## src/hdl/mbsp_pkg.sv

```systemverilog
// ----------------------------------------------------------------------------
// mbsp_pkg: shared types and constants of the box stream parser
// Result kinds, the event record passed from the front end to the back end,
// queue status, and the fixed values of the box header format.
// ----------------------------------------------------------------------------
package mbsp_pkg;

  typedef enum logic [2:0] {
    KIND_HEADER  = 3'd0,
    KIND_MAJOR   = 3'd1,
    KIND_MINOR   = 3'd2,
    KIND_COMPAT  = 3'd3,
    KIND_PAYLOAD = 3'd4,
    KIND_BOX_END = 3'd5,
    KIND_ERROR   = 3'd6
  } kind_t;

  // One record per input byte that causes results. When with_end is set a
  // box-end result follows the first one, with the same box fields.
  typedef struct packed {
    kind_t       kind;
    logic [63:0] box_offset;
    logic [63:0] box_length;
    logic [31:0] box_type;
    logic [31:0] value;
    logic [7:0]  byte_index;
    logic        with_end;
  } rec_t;

  typedef struct packed {
    logic full;
    logic empty;
  } q_stat_t;

  localparam int          QUEUE_DEPTH_DEFAULT = 4;
  localparam logic [7:0]  DUMP_LIMIT_RESET    = 8'd16;
  localparam logic [31:0] FTYP_TYPE           = 32'h6674_7970;
  localparam logic [63:0] LEN_TO_END          = 64'hFFFF_FFFF_FFFF_FFFF;
  localparam logic [63:0] SIZE_EXTENDED       = 64'd1;
  localparam logic [63:0] SHORT_HDR           = 64'd8;
  localparam logic [63:0] LONG_HDR            = 64'd16;
  localparam logic [7:0]  DUMP_COUNT_MAX      = 8'd255;

endpackage

```

## src/hdl/mbsp_front.sv

```systemverilog
// ----------------------------------------------------------------------------
// mbsp_front: header parsing and payload classification
// Consumes one byte per accepted transaction, tracks the box header and
// payload position, and produces at most one event record per byte.
// ----------------------------------------------------------------------------
module mbsp_front (
  input  logic          clk,
  input  logic          rst,
  input  logic          cfg_write,
  input  logic [7:0]    cfg_data,
  input  logic          byte_take,
  input  logic [7:0]    data_byte,
  output logic          rec_valid,
  output mbsp_pkg::rec_t rec
);
  import mbsp_pkg::*;

  localparam logic [4:0] PH_SIZE_LAST = 5'd3;
  localparam logic [4:0] PH_TYPE      = 5'd4;
  localparam logic [4:0] PH_TYPE_LAST = 5'd7;
  localparam logic [4:0] PH_EXT       = 5'd8;
  localparam logic [4:0] PH_EXT_LAST  = 5'd15;
  localparam logic [4:0] PH_BODY      = 5'd16;

  localparam logic [3:0] FP_MAJOR  = 4'd4;
  localparam logic [3:0] FP_MINOR  = 4'd8;
  localparam logic [3:0] FP_COMPAT = 4'd12;

  logic [7:0]  dump_limit;
  logic [4:0]  header_phase, header_phase_next;
  logic        error_latched, error_latched_next;
  logic [63:0] length_acc, length_acc_next;
  logic [31:0] type_acc, type_acc_next;
  logic [63:0] bytes_left, bytes_left_next;
  logic [63:0] start_offset, start_offset_next;
  logic [3:0]  field_phase, field_phase_next;
  logic [31:0] field_acc, field_acc_next;
  logic [7:0]  dump_count, dump_count_next;

  logic [63:0] len_shift;
  logic [31:0] type_shift;
  logic        open_en;
  logic [63:0] open_len;
  logic [63:0] open_hdr;
  logic [31:0] fa_new;
  logic [3:0]  fp_inc;
  logic        body_res;

  assign len_shift  = {length_acc[55:0], data_byte};
  assign type_shift = {type_acc[23:0], data_byte};
  assign fa_new     = {((field_phase[1:0] == 2'd0) ? 24'd0 : field_acc[23:0]), data_byte};
  assign fp_inc     = field_phase + 4'd1;

  always_comb begin
    header_phase_next  = header_phase;
    error_latched_next = error_latched;
    length_acc_next    = length_acc;
    type_acc_next      = type_acc;
    bytes_left_next    = bytes_left;
    start_offset_next  = start_offset;
    field_phase_next   = field_phase;
    field_acc_next     = field_acc;
    dump_count_next    = dump_count;
    open_en            = 1'b0;
    open_len           = length_acc;
    open_hdr           = SHORT_HDR;
    body_res           = 1'b0;
    rec_valid          = 1'b0;
    rec.kind           = KIND_HEADER;
    rec.box_offset     = start_offset;
    rec.box_length     = length_acc;
    rec.box_type       = type_acc;
    rec.value          = 32'd0;
    rec.byte_index     = 8'd0;
    rec.with_end       = 1'b0;

    if (byte_take && !error_latched) begin
      if (header_phase < PH_TYPE) begin
        length_acc_next   = len_shift;
        header_phase_next = header_phase + 5'd1;
        if (header_phase == PH_SIZE_LAST && len_shift == 64'd0) begin
          length_acc_next = LEN_TO_END;
        end
      end else if (header_phase < PH_EXT) begin
        type_acc_next     = type_shift;
        header_phase_next = header_phase + 5'd1;
        if (header_phase == PH_TYPE_LAST) begin
          if (length_acc == SIZE_EXTENDED) begin
            length_acc_next   = 64'd0;
            header_phase_next = PH_EXT;
          end else if (length_acc < SHORT_HDR) begin
            error_latched_next = 1'b1;
            rec_valid          = 1'b1;
            rec.kind           = KIND_ERROR;
            rec.box_type       = type_shift;
          end else begin
            open_en  = 1'b1;
            open_len = length_acc;
            open_hdr = SHORT_HDR;
          end
        end
      end else if (header_phase < PH_BODY) begin
        length_acc_next   = len_shift;
        header_phase_next = header_phase + 5'd1;
        if (header_phase == PH_EXT_LAST) begin
          if (len_shift < LONG_HDR) begin
            error_latched_next = 1'b1;
            rec_valid          = 1'b1;
            rec.kind           = KIND_ERROR;
            rec.box_length     = len_shift;
          end else begin
            open_en  = 1'b1;
            open_len = len_shift;
            open_hdr = LONG_HDR;
          end
        end
      end else begin
        bytes_left_next = bytes_left - 64'd1;
        if (type_acc == FTYP_TYPE) begin
          field_acc_next   = fa_new;
          field_phase_next = fp_inc;
          if (fp_inc == FP_MAJOR) begin
            body_res  = 1'b1;
            rec.kind  = KIND_MAJOR;
            rec.value = fa_new;
          end else if (fp_inc == FP_MINOR) begin
            body_res  = 1'b1;
            rec.kind  = KIND_MINOR;
            rec.value = fa_new;
          end else if (fp_inc >= FP_COMPAT) begin
            body_res         = 1'b1;
            rec.kind         = KIND_COMPAT;
            rec.value        = fa_new;
            field_phase_next = FP_MINOR;
          end
        end else begin
          if (dump_count < dump_limit) begin
            body_res       = 1'b1;
            rec.kind       = KIND_PAYLOAD;
            rec.value      = {24'd0, data_byte};
            rec.byte_index = dump_count;
          end
          if (dump_count != DUMP_COUNT_MAX) begin
            dump_count_next = dump_count + 8'd1;
          end
        end
        rec_valid = body_res;
        if (bytes_left == 64'd1) begin
          rec_valid = 1'b1;
          if (body_res) begin
            rec.with_end = 1'b1;
          end else begin
            rec.kind = KIND_BOX_END;
          end
          start_offset_next = start_offset + length_acc;
          length_acc_next   = 64'd0;
          type_acc_next     = 32'd0;
          header_phase_next = 5'd0;
        end
      end

      if (open_en) begin
        bytes_left_next   = open_len - open_hdr;
        header_phase_next = PH_BODY;
        field_phase_next  = 4'd0;
        field_acc_next    = 32'd0;
        dump_count_next   = 8'd0;
        rec_valid         = 1'b1;
        rec.kind          = KIND_HEADER;
        rec.box_length    = open_len;
        rec.box_type      = type_acc_next;
        // A header that leaves no payload closes the box on the same byte.
        if (open_len == open_hdr) begin
          rec.with_end      = 1'b1;
          start_offset_next = start_offset + open_len;
          length_acc_next   = 64'd0;
          type_acc_next     = 32'd0;
          header_phase_next = 5'd0;
        end
      end
    end
  end

  always_ff @(posedge clk) begin
    if (rst) begin
      dump_limit    <= DUMP_LIMIT_RESET;
      header_phase  <= 5'd0;
      error_latched <= 1'b0;
      length_acc    <= 64'd0;
      type_acc      <= 32'd0;
      bytes_left    <= 64'd0;
      start_offset  <= 64'd0;
      field_phase   <= 4'd0;
      field_acc     <= 32'd0;
      dump_count    <= 8'd0;
    end else begin
      if (cfg_write) begin
        dump_limit <= cfg_data;
      end
      header_phase  <= header_phase_next;
      error_latched <= error_latched_next;
      length_acc    <= length_acc_next;
      type_acc      <= type_acc_next;
      bytes_left    <= bytes_left_next;
      start_offset  <= start_offset_next;
      field_phase   <= field_phase_next;
      field_acc     <= field_acc_next;
      dump_count    <= dump_count_next;
    end
  end

endmodule

```

## src/hdl/mbsp_queue.sv

```systemverilog
// ----------------------------------------------------------------------------
// mbsp_queue: event record queue
// A short first-in first-out buffer of event records between the front end
// and the back end, so that either side can stall on its own.
// ----------------------------------------------------------------------------
module mbsp_queue #(
  parameter int DEPTH = mbsp_pkg::QUEUE_DEPTH_DEFAULT
) (
  input  logic             clk,
  input  logic             rst,
  input  logic             push,
  input  mbsp_pkg::rec_t   push_rec,
  input  logic             pop,
  output mbsp_pkg::rec_t   head_rec,
  output mbsp_pkg::q_stat_t stat
);
  import mbsp_pkg::*;

  localparam int PW = $clog2(DEPTH);
  localparam int CW = $clog2(DEPTH + 1);

  rec_t          entries [DEPTH];
  logic [PW-1:0] wr_ptr;
  logic [PW-1:0] rd_ptr;
  logic [CW-1:0] count;

  assign head_rec   = entries[rd_ptr];
  assign stat.full  = (count == CW'(DEPTH));
  assign stat.empty = (count == '0);

  always_ff @(posedge clk) begin
    if (rst) begin
      wr_ptr <= '0;
      rd_ptr <= '0;
      count  <= '0;
    end else begin
      if (push) begin
        wr_ptr <= (wr_ptr == PW'(DEPTH - 1)) ? '0 : wr_ptr + PW'(1);
      end
      if (pop) begin
        rd_ptr <= (rd_ptr == PW'(DEPTH - 1)) ? '0 : rd_ptr + PW'(1);
      end
      if (push && !pop) begin
        count <= count + CW'(1);
      end else if (pop && !push) begin
        count <= count - CW'(1);
      end
    end
  end

  always_ff @(posedge clk) begin
    if (push) begin
      entries[wr_ptr] <= push_rec;
    end
  end

endmodule

```

## src/hdl/mbsp_back.sv

```systemverilog
// ----------------------------------------------------------------------------
// mbsp_back: result output stage
// Expands each event record into one or two results and holds them in the
// output register until the downstream side takes them.
// ----------------------------------------------------------------------------
module mbsp_back (
  input  logic           clk,
  input  logic           rst,
  input  mbsp_pkg::rec_t head_rec,
  input  logic           q_empty,
  output logic           pop,
  output logic           result_valid,
  input  logic           result_ready,
  output mbsp_pkg::kind_t kind,
  output logic [63:0]    box_offset,
  output logic [63:0]    box_length,
  output logic [31:0]    box_type,
  output logic [31:0]    value,
  output logic [7:0]     byte_index,
  output logic           last
);
  import mbsp_pkg::*;

  logic pend_end;
  logic advance;

  // The output register moves when it is empty or its transaction completes.
  assign advance = !result_valid || result_ready;
  assign pop     = advance && !pend_end && !q_empty;

  always_ff @(posedge clk) begin
    if (rst) begin
      result_valid <= 1'b0;
      pend_end     <= 1'b0;
    end else if (advance) begin
      if (pend_end) begin
        result_valid <= 1'b1;
        pend_end     <= 1'b0;
      end else if (!q_empty) begin
        result_valid <= 1'b1;
        pend_end     <= head_rec.with_end;
      end else begin
        result_valid <= 1'b0;
      end
    end
  end

  always_ff @(posedge clk) begin
    if (advance) begin
      if (pend_end) begin
        kind       <= KIND_BOX_END;
        value      <= 32'd0;
        byte_index <= 8'd0;
        last       <= 1'b1;
      end else if (!q_empty) begin
        kind       <= head_rec.kind;
        box_offset <= head_rec.box_offset;
        box_length <= head_rec.box_length;
        box_type   <= head_rec.box_type;
        value      <= head_rec.value;
        byte_index <= head_rec.byte_index;
        last       <= !head_rec.with_end;
      end
    end
  end

endmodule

```

## src/hdl/mp4_box_stream_parser.sv

```systemverilog
// A byte's first result passes through the record queue and then the output register.
// Throughput: one byte per cycle while the record queue is not full; the output
// register delivers one result per cycle while result_ready is high, so a byte that
// yields a result and also closes a box gives two results, which the record queue absorbs.
// Reset: synchronous rst clears all parser state and the queue, and sets dump_limit
// to 16; no clearing pass is needed.
// ----------------------------------------------------------------------------
// mp4_box_stream_parser: top-level box splitter for a file byte stream
// Front end parses box headers and classifies payload bytes, a short queue
// holds event records, and the back end presents results one at a time.
// ----------------------------------------------------------------------------
module mp4_box_stream_parser #(
  parameter int QUEUE_DEPTH = mbsp_pkg::QUEUE_DEPTH_DEFAULT
) (
  input  logic        clk,
  input  logic        rst,
  input  logic        cfg_valid,
  output logic        cfg_ready,
  input  logic [7:0]  cfg_data,
  input  logic        data_valid,
  output logic        data_ready,
  input  logic [7:0]  data_byte,
  output logic        result_valid,
  input  logic        result_ready,
  output logic [2:0]  kind,
  output logic [63:0] box_offset,
  output logic [63:0] box_length,
  output logic [31:0] box_type,
  output logic [31:0] value,
  output logic [7:0]  byte_index,
  output logic        last
);
  import mbsp_pkg::*;

  logic    byte_take;
  logic    rec_valid;
  rec_t    rec;
  rec_t    head_rec;
  q_stat_t q_stat;
  logic    pop;
  kind_t   back_kind;

  assign cfg_ready  = 1'b1;
  assign data_ready = !q_stat.full;
  assign byte_take  = data_valid && data_ready;
  assign kind       = back_kind;

  mbsp_front u_front (
    .clk       (clk),
    .rst       (rst),
    .cfg_write (cfg_valid && cfg_ready),
    .cfg_data  (cfg_data),
    .byte_take (byte_take),
    .data_byte (data_byte),
    .rec_valid (rec_valid),
    .rec       (rec)
  );

  mbsp_queue #(
    .DEPTH (QUEUE_DEPTH)
  ) u_queue (
    .clk      (clk),
    .rst      (rst),
    .push     (rec_valid),
    .push_rec (rec),
    .pop      (pop),
    .head_rec (head_rec),
    .stat     (q_stat)
  );

  mbsp_back u_back (
    .clk          (clk),
    .rst          (rst),
    .head_rec     (head_rec),
    .q_empty      (q_stat.empty),
    .pop          (pop),
    .result_valid (result_valid),
    .result_ready (result_ready),
    .kind         (back_kind),
    .box_offset   (box_offset),
    .box_length   (box_length),
    .box_type     (box_type),
    .value        (value),
    .byte_index   (byte_index),
    .last         (last)
  );

`ifndef ASSERT_OFF
  // The front end never writes a record into a full queue.
  assert property (@(posedge clk) disable iff (rst) rec_valid |-> !q_stat.full)
    else $error("record pushed into full queue");

  // A box end is always the final result of its byte.
  assert property (@(posedge clk) disable iff (rst)
    (result_valid && kind == KIND_BOX_END) |-> last)
    else $error("box end without last");

  // Only payload bytes carry a nonzero byte index.
  assert property (@(posedge clk) disable iff (rst)
    (result_valid && kind != KIND_PAYLOAD) |-> (byte_index == 8'd0))
    else $error("byte index set on non-payload result");

  // With a record waiting and the output register free to move, a result is valid on the next cycle.
  assert property (@(posedge clk) disable iff (rst)
    (!q_stat.empty && (!result_valid || result_ready)) |=> result_valid)
    else $error("queued record not presented");
`endif

endmodule

```

## config.mk

```make
export PLATFORM = sky130hd
export DESIGN_NAME = mp4_box_stream_parser
export DESIGN_NICKNAME = d
export VERILOG_FILES = /design/src/hdl/mbsp_pkg.sv /design/src/hdl/mbsp_front.sv /design/src/hdl/mbsp_queue.sv /design/src/hdl/mbsp_back.sv /design/src/hdl/mp4_box_stream_parser.sv
export SDC_FILE = /design/constraint.sdc
export NUM_CORES = 2
export LEC_CHECK = 0
export ABC_AREA = 1
export BUFFER_PORTS_ARGS = -buffer_cell sky130_fd_sc_hd__buf_2
export CORE_ASPECT_RATIO = 0.9
export CORE_MARGIN = 8
export CORE_UTILIZATION = 41
export DETAILED_ROUTE_END_ITERATION = 12
export PLACE_DENSITY = 0.67
export SLEW_MARGIN = 20
export SYNTH_ARGS = -nofsm -noshare
export SYNTH_HDL_FRONTEND = slang
export SYNTH_HIERARCHICAL = 1
export SYNTH_SLANG_ARGS = --single-unit
```

## constraint.sdc

```tcl
create_clock -name clk -period 22.3 [get_ports clk]
set_input_delay 1.115 -clock clk [delete_from_list [all_inputs] [get_ports clk]]
set_output_delay 1.115 -clock clk [all_outputs]
set_load 0.05 [all_outputs]
```

### Word level (Yosys, flattened, before mapping)

Memories as Yosys holds them, arrays and structs flattened. A register that Yosys moved wholly into a read port is not among the register bits.
Index checks and enable logic that the tools add are counted.

| storage, ports and cells | value |
|---|---|
| register bits after elaboration | 487 |
| bits in writable memories | 816 |
| input bits | 21 |
| output and inout bits | 207 |
| word-level logic and storage cells | 255 |
| memories kept | 1 |

| cells by class | value |
|---|---|
| add/sub/neg operators | 11 |
| order comparisons | 7 |
| equal/unequal tests | 21 |
| mux-type cells | 157 |
| bitwise logic cells | 3 |
| reduce and logical (&&, ||, !) cells | 33 |

Memory list:

| name | depth | width | read ports | clocked after Yosys merged registers in | write ports | line | text |
|---|---|---|---|---|---|---|---|
| u_queue.entries | 4 | 204 | 1 | 1 | 1 | mbsp_queue.sv:22 | `rec_t entries [DEPTH];` |

Operators with widths:

| kind | count |
|---|---|
| 64-bit two-way mux | 34 |
| 32-bit two-way mux | 15 |
| 137-bit two-way mux | 2 |
| 24-bit two-way mux | 6 |
| 64-bit adder | 2 |
| 64-bit by 1-bit equality test with 1-bit output, second input constant | 2 |
| 96-bit two-way mux | 1 |
| 41-bit two-way mux | 2 |
| 64-bit equality test | 1 |
| 64-bit zero test | 1 |
| 64-bit by 4-bit < comparator with 1-bit output, second input constant | 1 |
| 64-bit by 5-bit < comparator with 1-bit output, second input constant | 1 |
| 8-bit two-way mux | 8 |
| 64-bit by 1-bit subtractor with 64-bit output, second input constant | 1 |
| 64-bit subtractor | 1 |
| 3-bit two-way mux | 19 |
| 1-bit two-way mux | 47 |
| 5-bit two-way mux | 9 |
| 32-bit by 31-bit equality test with 1-bit output, second input constant | 1 |
| 4-bit two-way mux | 8 |
| 16-bit two-way mux | 1 |
| 2-bit != test, second input constant | 8 |
| 2-bit nonzero test | 6 |
| 2-bit two-way mux | 5 |
| 32 further kinds | 50 |

### Depth between registers and ports, before layout

| depth | value |
|---|---|
| depth in word-level cells | 20 |
| gate-level depth with buffers | 33 |
| depth with buffers taken out | 30 |

### Cells and area by module

The synthesis kept the hierarchy.

By module, submodules not included:

| module | instances | cells each | area an instance (um^2) |
|---|---|---|---|
| mbsp_front | 1 | 5588 | 31305.0 |
| mbsp_queue | 1 | 2031 | 30445.4 |
| mbsp_back | 1 | 311 | 6613.8 |
| mp4_box_stream_parser | 1 | 5 | 25.0 |

### Least setup slack after synthesis

OpenSTA, ideal clock, no wires.

| timing | value |
|---|---|
| path type | input -> register |
| start | input result_ready |
| end | register u_back.box_length[0] (enable) |
| setup time | 876 ps |
| arrival | 11941 ps |
| required time | 21424 ps |
| setup slack | 9482 ps |
| stages on the path | 2 |
| buffers on the path | 0 |
| cell sequence | nor2_1 > nor3_1 |

| between the ends | value |
|---|---|
| longest elaborated chain between the ends | 2 |

RTL lines:

| element | line | text |
|---|---|---|
| start, declared | mp4_box_stream_parser.sv:24 | `input logic result_ready,` |
| 1-bit logical OR | mbsp_back.sv:28 | `assign advance = !result_valid \|\| result_ready;` |
| 3-bit AND reduction (no source line) | - |  |
| end signal, assigned | mbsp_back.sv:58 | `box_length <= head_rec.box_length;` |
| end, declared | mbsp_back.sv:16 | `output logic [63:0] box_length,` |

Every way passes these cells.
A chain may end at the register's enable or synchronous reset.

### Final worst setup path

| timing | value |
|---|---|
| start | register u_front.header_phase[0] |
| end | memory u_queue/entries[2][171] (netlist name) (enable) |

| between the ends | value |
|---|---|
| longest elaborated chain between the ends | 10 |

RTL lines:

| element | line | text |
|---|---|---|
| start, declared | mbsp_front.sv:30 | `logic [4:0] header_phase, header_phase_next;` |
| start signal, assigned | mbsp_front.sv:200 | `header_phase <= header_phase_next;` |
| branches (longest 6 deep; another with 5-bit < comparator) | - |  |
| 1-bit two-way mux (*) | mbsp_front.sv:162 | `if (open_en) begin` |
| 1-bit two-way mux (*) | mbsp_front.sv:77 | `if (byte_take && !error_latched) begin` |
| net rec_valid | mp4_box_stream_parser.sv:36 | `logic rec_valid;` |
| 1-bit two-way mux (*) | mbsp_queue.sv:52 | `if (push) begin` |
| 1-bit two-way mux (not written as such) (*) | mbsp_queue.sv:53 | `entries[wr_ptr] <= push_rec;` |
| end, declared | mbsp_queue.sv:22 |  |

Mark *: on every way through the listed nets, which the timed path passes. The select of a mux whose other input is x is not followed.

==> run_results.csv <==
group,metric,value,unit
power,post-layout-total-power,9.71,mW
placed_design,gp_routability_congestion,1.05,
power,vdd.ir_drop.worst,0.109,mV
power,switching_power,4.37,mW
cells_and_area,stdcell_area,0.0758,mm2
critical_path,biggest_cell_delay_along_the_critical_path,0.78,ns
critical_path,worstPathRequired,22.70,ns
cells_and_area,final_util,45.6,%
worst_hold_path,min_path_cells,2,
placed_design,detailed_place.area,0.0713,mm2
grt,first_global_vias,53900,
synth,ys_warn_count,6,
critical_path,worst-path-stages,15,
clock_network,postCtsSetupBuffers,0,
critical_path,critPathLaunchType,"flop",
timing,timing.final.crit_period,6.78,ns
power,power.leakage,28.6,nW
critical_path,r2r_slack,15.52,ns
floorplanning,initial_core_util,41.2,%
cells_and_area,areaGrowthSynthToFinish,10.9,%
timing,setup_violations,0,
clock_network,clk_pin_slew,0.06,ns
clock_network,cts_tree,"done",
clock_network,cts.sinks,1305,
critical_path,crit_fanout,93,
clock_network,cts.root.buffer_cell,"sky130_fd_sc_hd__clkbuf_16",
power,p_per_area,128,mW/mm2
synth,synth.top_cells.by_area,"sky130_fd_sc_hd__edfxtp_1 (45%), sky130_fd_sc_hd__dfxtp_1 (8.3%), sky130_fd_sc_hd__nand2_1 (8.0%)",
timing,maxSlewViolCount,0,
critical_path,critPathMostFrequentCell,"sky130_fd_sc_hd__buf_4",
synth,synth_edf_count,1020,
synth,sequential_element_share_of_the_synthesized_area,53.1,%
critical_path,reg2reg_depth,15,
drt,drt_pass1_iterations,9,
floorplanning,floorplan.die_area,0.180,mm2
cells_and_area,layout_common_cells,"sky130_fd_sc_hd__nand2_1 (1453), sky130_fd_sc_hd__nor2_1 (1103), sky130_fd_sc_hd__edfxtp_1 (1020)",
critical_path,ff_to_ff_start,"u_front/header_phase[0]",
timing,rsz0062_at_grt,"no",
timing,timing_worst_slew_pin_value,1.21,ns
timing,final_hold_viol_count,0,
critical_path,timing.critical_path.slowest_stage_cell,"sky130_fd_sc_hd__buf_4",
synth,synth_top_area_share,44.8,%
clock_network,worstSkewPairLatency,0.82,ns
floorplanning,core_area,0.166,mm2
power,power_report.internal_total,5.34,mW
timing,timing.clock.skew,0.0674,ns
grt,grt_pass1_wl,368000,um
synth,count_of_unique_library_cells_instantiated_by_yosys,60,
worst_hold_path,min_to,"u_front/field_acc[16]",
worst_hold_path,hold_path_origin,"u_front/field_acc[16]",
synth,syn_nets,8116,
floorplanning,die_h,403,um
cells_and_area,layout-drive-gt1-share,7.71,%
critical_path,critPathTopFamily,"buffers and inverters",
floorplanning,row_count,142,
critical_path,critical_path_buf_inv_count,6,
grt,grt_antenna_before_repair,15,
cells_and_area,nets,8175,
timing,fin_worst_hold_slack,0.465,ns
floorplanning,dieWidth,447,um
synth,avgSynthCellArea,8.62,um2
critical_path,kind_of_capture_point_of_the_worst_setup_path,"flop",
drt,drt-wirelength-per-cell,24.9,um
placed_design,dp_hpwl,186000,um
floorplanning,boundaryPins,228,
clock_network,post_cts_resize_count,0,
critical_path,crit_path_class,"flop to flop",
cells_and_area,layout_commonest_cell,"sky130_fd_sc_hd__nand2_1",
synth,synth.ff_latch_count,1305,
placed_design,numPortBuffers,226,
grt,grt.overflow.total,0,
synth,synth.cell_area,0.0684,mm2
power,clk_network_pwr_share,23.6,%
clock_network,ctsHtreeMaxLevel,4,
clock_network,cts_hold_buf,0,
drt,drt_drc_violations_left,0,
timing,worst_slew_margin_rel,18.2,%
grt,overall_global_routing_resource_usage,27.1,%
synth,synth_top_cell_by_area,"sky130_fd_sc_hd__edfxtp_1",
synth,postSynth.topFlopCell,"sky130_fd_sc_hd__edfxtp_1",
synth,syn_inst,7935,
drt,drtIter0Drc,8648,
worst_hold_path,hold_crit_path_type,"flop to flop",
clock_network,max-clock-path-buffers,3,
power,seqPwrFrac,35.3,%
critical_path,timing.rr.end,"u_queue/entries[2][171]",
drt,number_of_routed_nets_with_antenna_violations,0,
critical_path,cp_cell_sequence,"ha_1, nand2_1, nor2_1, ha_2, inv_2, nor3_4, nand2_2, nand2_4, clkinv_2, buf_4, a21oi_1, nand2_1, inv_8, buf_4, buf_4",
synth,synthArstFlopShare,0,%
job,maxCapViolations,0,
timing,final_min_period_over_clock_period,30.4,%
power,p_comb_share,41.1,%
timing,tns,0,ns
clock_network,cts_buffers,138,
critical_path,cp.arrival,7.18,ns
drt,route.detailed.vias_per_inst,5.84,
power,sw_frac_of_total,45.0,%
timing,max_freq,148,MHz
drt,routed-via-count,60400,
drt,finalWirelength,257000,um
grt,grt_max_degree,212,
outcome,outcome,"completed",
-- cells in the mapped netlist, types with 6 or more instances --
cell                       count
sky130_fd_sc_hd__a211oi_1     14
sky130_fd_sc_hd__a21o_1       18
sky130_fd_sc_hd__a21oi_1     495
sky130_fd_sc_hd__a31oi_1      34
sky130_fd_sc_hd__and3_1        7
sky130_fd_sc_hd__buf_1        36
sky130_fd_sc_hd__buf_2        68
sky130_fd_sc_hd__buf_4        37
sky130_fd_sc_hd__buf_6        14
sky130_fd_sc_hd__clkbuf_1    234
sky130_fd_sc_hd__clkinv_1      7
sky130_fd_sc_hd__dfxtp_1     285
sky130_fd_sc_hd__edfxtp_1   1020
sky130_fd_sc_hd__ha_1        156
sky130_fd_sc_hd__inv_1       751
sky130_fd_sc_hd__inv_2        11
sky130_fd_sc_hd__nand2_1    1456
sky130_fd_sc_hd__nand2_2       7
sky130_fd_sc_hd__nand3_1     343
sky130_fd_sc_hd__nand3_2      12
sky130_fd_sc_hd__nand3b_1     14
sky130_fd_sc_hd__nand4_1     102
sky130_fd_sc_hd__nor2_1     1107
sky130_fd_sc_hd__nor2_2       12
sky130_fd_sc_hd__nor3_1       87
sky130_fd_sc_hd__nor3b_1      19
sky130_fd_sc_hd__nor4_1       29
sky130_fd_sc_hd__o211ai_1     61
sky130_fd_sc_hd__o21a_1       18
sky130_fd_sc_hd__o21ai_0     850
sky130_fd_sc_hd__o21ai_1      63
sky130_fd_sc_hd__o21ai_2      16
sky130_fd_sc_hd__o21bai_1     26
sky130_fd_sc_hd__o221ai_1     61
sky130_fd_sc_hd__o22ai_1     289
sky130_fd_sc_hd__o31ai_1       6
sky130_fd_sc_hd__o32ai_1      16
sky130_fd_sc_hd__or2_2        20
sky130_fd_sc_hd__xnor2_1      33
sky130_fd_sc_hd__xor2_1       68
-- worst register-to-register path, delay by kind of cell, from the launching register on --
kind                       cells  cell delay (ns)
adders and majority gates      2             0.42
and+or+nand+nor                6             1.85
DFF                            1             0.39
AOI/OAI and AO/OA              1             0.49
buffers and inverters          6             3.14
-- state kept, by name (all words and copies together) (netlist names), 5 cells and up, named ones only --
| name | flops |
|---|---|
| u_front/header_phase | 5 |
| u_back/value | 32 |
| u_front/type_acc | 32 |
| u_front/dump_limit | 8 |
| u_front/bytes_left | 64 |
| u_front/length_acc | 64 |
| u_queue/entries | 816 |
| u_back/box_length | 64 |
| u_front/field_acc | 24 |
| u_back/box_offset | 64 |
| u_back/byte_index | 8 |
| u_back/box_type | 32 |
| u_front/dump_count | 8 |
| u_front/start_offset | 64 |
-- layout make-up --
class	count	area [um2]
inverter	770	2950
clock inverter	85	921
antenna	4	10.0
sequential	1305	36300
multi-input combinational	5469	27400
tap	2232	2790
fill	15900	90300
clock buffer	168	3620
timing repair buffer	310	1780
-- metrics by stage --
step | std cells | worst slack (ns)
5_1_grt | 10300 | 15.03
3_5_place_dp | 10100 | 15.10
3_3_place_gp | 10100 | 15.13
2_1_floorplan | 7935 | 9.48
4_1_cts | 10300 | 15.58
6_report | 10300 | 15.52
-- metal layers --
| layer | track usage [%] | wire length [um] |
|---|---|---|
| met1 | 39.3 | 109000 |
| met2 | 39.4 | 108000 |
| met3 | 6.74 | 30200 |
| met4 | 9.56 | 10100 |
| met5 | 0 | 115 |
-- worst max path at each step --
stage,start,endpoint,slack [ns]
CTS,u_front/header_phase[0],u_queue/entries[2][168],15.58
global placement,data_byte[4],u_queue/entries[2][178],15.13
detailed placement,data_byte[4],u_queue/entries[2][185],15.10
global route,u_front/header_phase[0],u_queue/entries[2][168],15.03
finish,u_front/header_phase[0],u_queue/entries[2][171],15.52
floorplan,result_ready,u_back/box_length[0],9.48
-- power groups by stage --
stage	registers (mW)	clock network [mW]	logic, mW
2_1_floorplan	4.13	0	1.98
3_3_place_gp	3.46	0	3.87
3_5_place_dp	3.47	0	3.89
4_1_cts	3.43	2.33	3.91
5_1_grt	3.46	2.41	4.23
6_report	3.43	2.29	3.99
-- cell families (layout without fill, tap and decap cells) --
logic type | Yosys count | count (layout) | share of synthesized area (%)
mux | 2 | 2 | 0.0293
other cells | 1 | 5 | 0.00548
compound gates | 1981 | 1981 | 16.2
fa+ha+maj | 160 | 160 | 2.97
flops | 1305 | 1305 | 53.1
simple gates | 3224 | 3224 | 19.5
xor+xnor | 101 | 101 | 1.29
buf+inv | 1161 | 1333 | 6.89
No activity file was read; power rests on OpenSTA's default activity.
